## src/pdtm_pkg.sv

```systemverilog
package pdtm_pkg;

    // Opcodes carried in the input tuser
    localparam logic [1:0] OP_TICK = 2'd0;
    localparam logic [1:0] OP_LOAD = 2'd1;
    localparam logic [1:0] OP_ON   = 2'd2;
    localparam logic [1:0] OP_OFF  = 2'd3;

    // Configuration register indexes
    localparam logic CFG_AMPLITUDE = 1'b0;
    localparam logic CFG_REL_STEP  = 1'b1;

    localparam longint unsigned HALF_PI_Q30 = 64'd1686629713;
    localparam longint          ONE_Q30     = 64'sd1073741824;

    typedef enum logic [3:0] {
        S_IDLE,
        S_DEC,
        S_RD,
        S_MUL,
        S_LUT,
        S_M2,
        S_M3,
        S_M4,
        S_ACC,
        S_DONE,
        S_ORD,
        S_OWR
    } t_state;

    // Controller to datapath
    typedef struct packed {
        logic capture;
        logic clr_acc;
        logic rd_op;
        logic mul;
        logic lut;
        logic m2;
        logic m3;
        logic m4;
        logic acc_wr;
        logic op_wr;
        logic out_load;
    } t_cmd;

    // Datapath to controller
    typedef struct packed {
        logic [1:0] op;
        logic       voice_ok;
    } t_stat;

    function automatic longint clamp_q30(input longint v);
        longint r;
        r = v;
        if (v < 0) r = 0;
        else if (v > ONE_Q30) r = ONE_Q30;
        return r;
    endfunction

    // cos of j quarter-wave steps, Q15, truncated Taylor series
    // Term n is divided by (2n-1)*(2n), odd terms subtract
    function automatic int quarter_cos(input int j, input int tb);
        longint unsigned a;
        longint unsigned a2;
        longint unsigned term;
        longint          sum;
        a    = (longint'(j) * HALF_PI_Q30) >> (tb - 2);
        a2   = (a * a) >> 30;
        term = ONE_Q30;
        sum  = ONE_Q30;
        term = ((term * a2) >> 30) / 64'd2;
        sum  = sum - longint'(term);
        term = ((term * a2) >> 30) / 64'd12;
        sum  = sum + longint'(term);
        term = ((term * a2) >> 30) / 64'd30;
        sum  = sum - longint'(term);
        term = ((term * a2) >> 30) / 64'd56;
        sum  = sum + longint'(term);
        term = ((term * a2) >> 30) / 64'd90;
        sum  = sum - longint'(term);
        term = ((term * a2) >> 30) / 64'd132;
        sum  = sum + longint'(term);
        term = ((term * a2) >> 30) / 64'd182;
        sum  = sum - longint'(term);
        term = ((term * a2) >> 30) / 64'd240;
        sum  = sum + longint'(term);
        sum = clamp_q30(sum);
        return int'((sum + 16384) >>> 15);
    endfunction

    function automatic int cos_entry(input int k, input int tb);
        int quad;
        int r;
        int q;
        int c;
        q    = 1 << (tb - 2);
        quad = k >> (tb - 2);
        r    = k & (q - 1);
        unique case (quad)
            0:       c = quarter_cos(r, tb);
            1:       c = -quarter_cos(q - r, tb);
            2:       c = -quarter_cos(r, tb);
            default: c = quarter_cos(q - r, tb);
        endcase
        return c;
    endfunction

    // exp(-rate*k/2^tb) in Q30: series at 1/64 of the argument, squared six times
    // Term n is divided by n, odd terms subtract
    function automatic longint unsigned exp_entry(input int rate, input int k, input int tb);
        longint unsigned y;
        longint unsigned t;
        longint unsigned term;
        longint          sum;
        longint unsigned v;
        int              n;
        y    = ((longint'(rate) * longint'(k)) << 30) >> tb;
        t    = y >> 6;
        term = ONE_Q30;
        sum  = ONE_Q30;
        term = (term * t) >> 30;
        sum  = sum - longint'(term);
        term = ((term * t) >> 30) / 64'd2;
        sum  = sum + longint'(term);
        term = ((term * t) >> 30) / 64'd3;
        sum  = sum - longint'(term);
        term = ((term * t) >> 30) / 64'd4;
        sum  = sum + longint'(term);
        term = ((term * t) >> 30) / 64'd5;
        sum  = sum - longint'(term);
        term = ((term * t) >> 30) / 64'd6;
        sum  = sum + longint'(term);
        term = ((term * t) >> 30) / 64'd7;
        sum  = sum - longint'(term);
        term = ((term * t) >> 30) / 64'd8;
        sum  = sum + longint'(term);
        term = ((term * t) >> 30) / 64'd9;
        sum  = sum - longint'(term);
        term = ((term * t) >> 30) / 64'd10;
        sum  = sum + longint'(term);
        v = clamp_q30(sum);
        for (n = 0; n < 6; n++) v = (v * v) >> 30;
        return v;
    endfunction

endpackage

```

## src/pdtm_ctrl.sv

```systemverilog
module pdtm_ctrl #(
    parameter int NUM_VOICES = 16
) (
    input  logic                                       i_clk,
    input  logic                                       i_rst_n,
    input  logic                                       i_in_valid,
    output logic                                       o_in_ready,
    output logic                                       o_out_valid,
    input  logic                                       i_out_ready,
    input  pdtm_pkg::t_stat                            i_stat,
    output pdtm_pkg::t_cmd                             o_cmd,
    output logic [((NUM_VOICES > 1) ? $clog2(NUM_VOICES) : 1)-1:0] o_vidx
);
    import pdtm_pkg::*;

    localparam int VW = (NUM_VOICES > 1) ? $clog2(NUM_VOICES) : 1;

    t_state          r_state, n_state;
    logic [VW-1:0]   r_vidx, n_vidx;
    logic            r_out_valid, n_out_valid;
    logic            w_last;
    logic            w_out_free;

    assign w_last     = (r_vidx == VW'(NUM_VOICES - 1));
    assign w_out_free = !r_out_valid || i_out_ready;

    // Next state
    always_comb begin
        n_state = r_state;
        unique case (r_state)
            S_IDLE: if (i_in_valid) n_state = S_DEC;
            S_DEC: begin
                if (i_stat.op == OP_TICK) n_state = S_RD;
                else if (i_stat.voice_ok) n_state = S_ORD;
                else n_state = S_IDLE;
            end
            S_RD:   n_state = S_MUL;
            S_MUL:  n_state = S_LUT;
            S_LUT:  n_state = S_M2;
            S_M2:   n_state = S_M3;
            S_M3:   n_state = S_M4;
            S_M4:   n_state = S_ACC;
            S_ACC:  n_state = w_last ? S_DONE : S_RD;
            S_DONE: if (w_out_free) n_state = S_IDLE;
            S_ORD:  n_state = S_OWR;
            S_OWR:  n_state = S_IDLE;
            default: n_state = S_IDLE;
        endcase
    end

    // Outputs
    always_comb begin
        o_cmd      = '0;
        o_in_ready = 1'b0;
        unique case (r_state)
            S_IDLE: begin
                o_in_ready  = 1'b1;
                o_cmd.capture = i_in_valid;
            end
            S_DEC:  o_cmd.clr_acc = 1'b1;
            S_MUL:  o_cmd.mul = 1'b1;
            S_LUT:  o_cmd.lut = 1'b1;
            S_M2:   o_cmd.m2 = 1'b1;
            S_M3:   o_cmd.m3 = 1'b1;
            S_M4:   o_cmd.m4 = 1'b1;
            S_ACC:  o_cmd.acc_wr = 1'b1;
            S_DONE: o_cmd.out_load = w_out_free;
            S_ORD:  o_cmd.rd_op = 1'b1;
            S_OWR:  o_cmd.op_wr = 1'b1;
            default: o_cmd = '0;
        endcase
    end

    // Voice counter and output valid
    always_comb begin
        n_vidx = r_vidx;
        if (r_state == S_DEC) n_vidx = '0;
        else if (r_state == S_ACC && !w_last) n_vidx = r_vidx + VW'(1);
        n_out_valid = r_out_valid;
        if (o_cmd.out_load) n_out_valid = 1'b1;
        else if (i_out_ready) n_out_valid = 1'b0;
    end

    always_ff @(posedge i_clk) begin
        if (!i_rst_n) begin
            r_state     <= S_IDLE;
            r_vidx      <= '0;
            r_out_valid <= 1'b0;
        end else begin
            r_state     <= n_state;
            r_vidx      <= n_vidx;
            r_out_valid <= n_out_valid;
        end
    end

    assign o_vidx      = r_vidx;
    assign o_out_valid = r_out_valid;

endmodule

```

## config.mk

```make
export PLATFORM = sky130hd
export DESIGN_NAME = pdtm_ctrl
export DESIGN_NICKNAME = d
export VERILOG_FILES = /design/src/pdtm_pkg.sv /design/src/pdtm_ctrl.sv
export SDC_FILE = /design/constraint.sdc
export NUM_CORES = 1
export LEC_CHECK = 0
export BUFFER_PORTS_ARGS = -buffer_cell sky130_fd_sc_hd__buf_2
export CAP_MARGIN = 20
export CORE_ASPECT_RATIO = 0.75
export CORE_MARGIN = 10
export CORE_UTILIZATION = 25
export CTS_CLUSTER_SIZE = 10
export DETAILED_ROUTE_END_ITERATION = 16
export GPL_ROUTABILITY_DRIVEN = 0
export PLACE_DENSITY = 0.49
export SYNTH_ARGS = -nofsm -noshare
export SYNTH_HDL_FRONTEND = slang
export SYNTH_SLANG_ARGS = --single-unit
```

## constraint.sdc

```tcl
create_clock -name i_clk -period 3 [get_ports i_clk]
set_clock_uncertainty 0.2 [all_clocks]
set_input_delay 0.6 -clock i_clk [delete_from_list [all_inputs] [get_ports i_clk]]
set_output_delay 0.6 -clock i_clk [all_outputs]
set_load 0.02 [all_outputs]
```

==> metrics.md, run 1 <==
| Metric | Value |
|---|---|
| Status | completed |
| Startpoint Class | register |
| Fmax | 403 MHz |
| TNS Setup | 0 ns |
| Mux cell area share after synthesis | 0% |
| Clock share of power | 27.1% |
| Async set or reset register ratio after synthesis | 0% |
| ANT cells | 0 |
| Critical path data arrival time | 1.68 ns |
| R2R Path Start | r_state[3]$_SDFFE_PN0P_ |
| Predominant post-synthesis flop cell | dfxtp_1 |
| Post-synth top area share | 31.9% |
| WL/cell | 13.3 um |
| Max_cap viols | 0 |
| Slew @ Worst Pin | 0.430 ns |
| CP peak stage delay | 0.59 ns |
| Post-Syn Area | 566 um^2 |
| Syn_nets | 79 |
| Root buffer cell | clkbuf_4 |
| Initial Util | 27.1% |
| Drt initial violations | 8 |
| Synth Area in Compound Gates | 21.0% |
| Setup Crit Path Kind | reg -> out |
| Worst Path Required | 2.20 ns |
| Sw power | 125 uW |
| Worst path cell trace | or4b_1 -> inv_2 -> buf_2 |
| Post-synth top cells | dfxtp_1 (9), nor2_1 (8), a21oi_1 (4), nand2_1 (4), nand2b_1 (4) |
| CP Depth | 3 |
| Pwr dens | 490 nW/um^2 |
| Total Power | 347 uW |
| DP Cell Count | 112 |
| Max_slew headroom | 71.0% |
| Syn Inst Count | 71 |
| Sw frac | 36.0% |
| Sequential power share | 44.2% |
| Share of cells above drive strength 1 | 31.5% |
| Crit. Startpoint | r_state[3]$_SDFFE_PN0P_ |
| Core box area | 2080 um^2 |
| Largest area contributor in the synthesized netlist | dfxtp_1 |
| Simple-Gate Fraction of Synth Area | 36.9% |
| Leak Pwr | 0.000336 uW |
| Global-route usage over all layers | 6.93% |
| Min Hold Slack | 0.326 ns |
| Pin count of the biggest net entering global routing | 15 |
| Layout filler cell count | 234 |
| Worst skew pair latency | 0.26 ns |
| GRT overflow | 0 |
| Top cells by area, synth | dfxtp_1 (32%), nor2_1 (5.3%), nand2b_1 (4.4%) |
| Combinational family with the most area after synthesis | simple AND/OR/NAND/NOR gates |
| Horiz. Die Dim | 74.9 um |
| Nets | 101 |
| DP HPWL | 1200 um |
| Number of routed nets with antenna violations | 0 |
| Number of CTS-inserted buffers | 3 |
| #FFs+latches synth | 9 |
| Global-route wire length before repair | 2530 um |
| Clock Sinks | 9 |
| Post-synth EDFFs | 0 |
| Drt drc | 0 |
| Setup crit end kind | primary output |
| R2R setup slack | 1.08 ns |
| Routed WL | 1540 um |
| Int Power | 222 uW |
| CP top delay family | simple AND/OR/NAND/NOR gates |
| Io pins | 24 |
| Clock buffer depth | 2 |
| # port buffers | 23 |
| Combinational power share | 28.7% |
| Die footprint | 4580 um^2 |
| Die Y | 61.2 um |
| # rows | 14 |
| CTS Hold Buffers Added | 0 |
| R2R Path End | o_vidx[0]$_SDFFE_PP0P_ |
| Cell with the most instances after synthesis | dfxtp_1 |
| Resized cells post-CTS | 0 |
| Sequential-to-total area share from yosys stat | 31.9% |
| Fin. max-slew vios | 0 |
| Synth warn | 0 |
| RSZ-0062 raised after global routing | no |
| Drt pass-1 iters | 2 |
| Slowest-stage cell, CP | or4b_1 |
| Synth Area in XOR/XNOR | 1.55% |
| Vias/cell | 4.97 |
| Initial antenna violation count | 0 |
| Post-CTS setup buffer count | 0 |
| Vias | 576 |
| Clock-pin slew on the worst setup and hold paths | 0.06 ns |
| Crit path to | o_cmd[2] |
| Synth unique cells | 37 |
| Vias in the first global route | 539 |
| Post-Synth Adder-Cell Area | 2.21% |
| CP Buf/Inv Count | 2 |
| H-tree Lvls | 1 |
| Endpoints failing setup | 0 |
| Crit Path Max Fanout | 13 |
| Final Hold Vio Count | 0 |
| Worst r2r path cells | 3 |
| Final Critical Period | 2.48 ns |
| Post-Syn Area per Cell | 7.97 um^2 |
| TritonCTS clock tree | yes |
| Final period util | 82.7% |
| Peak VDD IR | 0.272 mV |
| HP Class | reg -> reg |
| Area delta synth->final | 25.2% |
| Non-Filler Instances | 116 |
==> through the flow <==
stage	utilization, %	worst slack [ns]	cell area, um^2
CTS	34.0	0.512	708
floorplan	-	0.599	566
finish	34.0	0.519	708
global route	34.0	0.354	708
global placement	32.7	0.822	682
detailed placement	32.7	0.807	682
==> metal layers <==
| metal | track usage [%] | wire [um] | vias to the layer above |
|---|---|---|---|
| met3 | 3.86 | 70 | 0 |
| met2 | 10.7 | 754 | 7 |
| met4 | 0.806 | 0 | 0 |
| li1 | - | - | 301 |
| met5 | 0 | 0 | - |
| met1 | 8.47 | 718 | 268 |
==> sequential cells by signal, summed over array words and instances (netlist names) <==
| signal | flops |
|---|---|
| o_out_valid | 1 |
| o_vidx | 4 |
| r_state | 4 |
==> cell type report <==
type / count / area, um^2 / share of cell area (%)
multi-input combinational: 54 / 349 / 49.3
sequential: 9 / 180 / 25.4
timing repair buffer: 23 / 115 / 16.3
tap: 24 / 30.0 / 4.24
clock buffer: 4 / 26.3 / 3.71
inverter: 2 / 7.51 / 1.06
==> cells by family after synthesis <==
family          count (synthesis)
simple gates                   35
compound gates                 17
buf+inv                         8
xor+xnor                        1
fa+ha+maj                       1
flops                           9
==> layout by cell type, fill, tap and decap left out, types with 2 or more instances in the layout <==
| cell type | synthesis | routed |
|---|---|---|
| nor2b_1 | 2 | 2 |
| nor2_1 | 8 | 8 |
| clkbuf_4 | 0 | 3 |
| or3_1 | 2 | 2 |
| nand2b_1 | 4 | 4 |
| a21oi_1 | 4 | 4 |
| dfxtp_1 | 9 | 9 |
| buf_2 | 2 | 23 |
| nand2_1 | 4 | 4 |
| or4b_1 | 2 | 2 |
| nor3_1 | 3 | 3 |
| o21ai_0 | 2 | 2 |
| nor3b_1 | 2 | 2 |
==> tightest hold or removal path: cells and delay by family (launching register included) <==
family,cells,cell delay (ns)
AO/OA/AOI/OAI,2,0.13
flip-flops,1,0.35
==> worst min-delay path by stage <==
stage,start,end,slack (ns),cells after the start
3_5_place_dp,o_vidx[0]$_SDFFE_PP0P_,o_vidx[0]$_SDFFE_PP0P_,0.32,2
5_1_grt,o_vidx[0]$_SDFFE_PP0P_,o_vidx[0]$_SDFFE_PP0P_,0.35,2
3_3_place_gp,o_vidx[1]$_SDFFE_PP0P_,o_vidx[1]$_SDFFE_PP0P_,0.33,2
2_1_floorplan,o_vidx[3]$_SDFFE_PP0P_,o_vidx[3]$_SDFFE_PP0P_,0.38,2
6_report,o_vidx[3]$_SDFFE_PP0P_,o_vidx[3]$_SDFFE_PP0P_,0.33,2
4_1_cts,o_vidx[0]$_SDFFE_PP0P_,o_vidx[0]$_SDFFE_PP0P_,0.33,2
==> power by group through the flow <==
stage	clock, uW	sequential (uW)	combinational, uW
2_1_floorplan	0	137	89.3
3_3_place_gp	0	155	102
3_5_place_dp	0	156	102
4_1_cts	98.3	153	102
5_1_grt	108	156	111
6_report	94.0	154	99.7
No activity file was read; power rests on OpenSTA's default activity.
==> run 2, diff against run 1 <==
Settings changed: PLACE_DENSITY 0.49 to 0.51.
Clock period 3 ns to 2 ns, I/O delays scaled along.
==> metrics.md, run 2 (synthesized netlist as in run 1, its figures left out) <==
| Metric | Value |
|---|---|
| Status | completed |
| Vias | 600 |
| R2R Path End | o_vidx[0]$_SDFFE_PP0P_ |
| DP HPWL | 1280 um |
| WL/cell | 13.0 um |
| Io pins | 24 |
| Initial antenna violation count | 0 |
| # port buffers | 23 |
| Max_slew headroom | 74.8% |
| # rows | 14 |
| Root buffer cell | clkbuf_4 |
| Final Hold Vio Count | 0 |
| Worst r2r path cells | 4 |
| Commonest non-fill, non-tap cell in the layout | buf_2 |
| Leak Pwr | 0.000403 uW |
| RSZ-0062 raised after global routing | yes |
| CP peak stage delay | 0.57 ns |
| CTS Hold Buffers Added | 0 |
| Startpoint Class | register |
| Drt drc | 0 |
| Die footprint | 4580 um^2 |
| Clock Sinks | 9 |
| Crit. Startpoint | r_state[2]$_SDFFE_PN0P_ |
| Critical path data arrival time | 1.37 ns |
| GRT overflow | 0 |
| Post-layout util | 40.8% |
| Endpoints failing setup | 0 |
| Core box area | 2080 um^2 |
| Vias/cell | 4.76 |
| Setup Crit Path Kind | reg -> out |
| Number of CTS-inserted buffers | 3 |
| Vias in the first global route | 506 |
| HP Class | in -> reg |
| Drt pass-1 iters | 4 |
| Fin. max-slew vios | 0 |
| Crit Path Max Fanout | 4 |
| Crit path to | o_cmd[2] |
| Slowest-stage cell, CP | or4b_4 |
| Number of routed nets with antenna violations | 0 |
| Die Y | 61.2 um |
| Non-Filler Instances | 126 |
| TritonCTS clock tree | yes |
| R2R setup slack | 0.17 ns |
| Pin count of the biggest net entering global routing | 13 |
| Clock-pin slew on the worst setup and hold paths | 0.06 ns |
| Initial Util | 27.1% |
| Worst skew pair latency | 0.26 ns |
| Worst path cell trace | or4b_4 -> inv_4 -> buf_6 |
| Peak VDD IR | 0.313 mV |
| Final period util | 98.4% |
| Slew @ Worst Pin | 0.374 ns |
| Worst Path Required | 1.40 ns |
| Nets | 111 |
| Share of cells above drive strength 1 | 44.1% |
| Max_cap viols | 0 |
| Final Critical Period | 1.97 ns |
| Routed WL | 1640 um |
| DP Cell Count | 117 |
| H-tree Lvls | 1 |
| Most frequent cells in the layout | buf_2 (19), buf_4 (10), nor2_1 (8), dfxtp_1 (7) |
| Horiz. Die Dim | 74.9 um |
| Pwr dens | 695 nW/um^2 |
| Global-route usage over all layers | 6.79% |
| ANT cells | 0 |
| Global-route wire length before repair | 2360 um |
| Clock buffer depth | 2 |
| Drt initial violations | 11 |
| R2R Path Start | r_state[2]$_SDFFE_PN0P_ |
| Area delta synth->final | 50.4% |
| Fmax | 508 MHz |
| Setup crit end kind | primary output |
run 2: cell count changes in the layout (fill, tap and decap cells not counted), moves of 2 or more:
| cell | delta |
|---|---|
| dfxtp_1 | -2 |
| buf_4 | +10 |
| buf_6 | +4 |
| or4b_1 | -2 |
| dfxtp_2 | +2 |
| buf_2 | -4 |
| or4b_4 | +2 |
run 2: worst min path at each step:
stage                            from                        to  slack [ns]  cells after the start
5_1_grt                       i_rst_n  o_out_valid$_SDFFE_PN0P_        0.25                      2
2_1_floorplan                 i_rst_n   r_state[3]$_SDFFE_PN0P_        0.31                      1
6_report                      i_rst_n  o_out_valid$_SDFFE_PN0P_        0.24                      2
3_5_place_dp   o_vidx[1]$_SDFFE_PP0P_    o_vidx[1]$_SDFFE_PP0P_        0.31                      2
3_3_place_gp   o_vidx[1]$_SDFFE_PP0P_    o_vidx[1]$_SDFFE_PP0P_        0.32                      2
4_1_cts                       i_rst_n  o_out_valid$_SDFFE_PN0P_        0.23                      2
run 2: final cells by class:
type                       instances  area (um^2)
clock buffer                       4         26.3
sequential                         9          183
fill                             213         1230
timing repair buffer              33          215
multi-input combinational         54          387
tap                               24         30.0
inverter                           2         10.0
run 2: timing repair:
item                       CTS  global route
pin swaps                    0             2
resized for setup            4            12
setup buffers                0             5
gates cloned                 0             0
setup endpoints to repair    3             5
run 2: stage by stage:
stage | cell area [um^2] | power [uW] | hold WS [ns] | setup slack [ns] | TNS [ns]
after floorplan | 572 | 344 | 0.310 | 0.0417 | 0
after global placement | 726 | 409 | 0.324 | 0.196 | 0
after detailed placement | 726 | 409 | 0.314 | 0.185 | 0
after CTS | 767 | 558 | 0.232 | -0.0205 | -0.0245
after global routing | 851 | 631 | 0.255 | -0.0193 | -0.0272
final | 851 | 591 | 0.239 | 0.0317 | 0
run 2: power breakdown:
part	internal, uW	total, uW	switching (uW)
registers	193	206	12.7
clock network	76.7	137	60.6
logic	117	248	131
total	387	591	204
run 2: layer usage:
layer  wire [um]  global-route usage [%]  share of wire, %
met1         737                    7.73                45
met2         804                    10.4                49
met3          78                    3.05               4.8
met4          17                    4.03               1.0
met5           0                       0                 0
run 2: worst max-delay path, delay by kind of cell, from the launching register on:
family	cells	cell delay [ns]
and+or+nand+nor	1	0.57
DFF	1	0.34
buffers and inverters	2	0.20
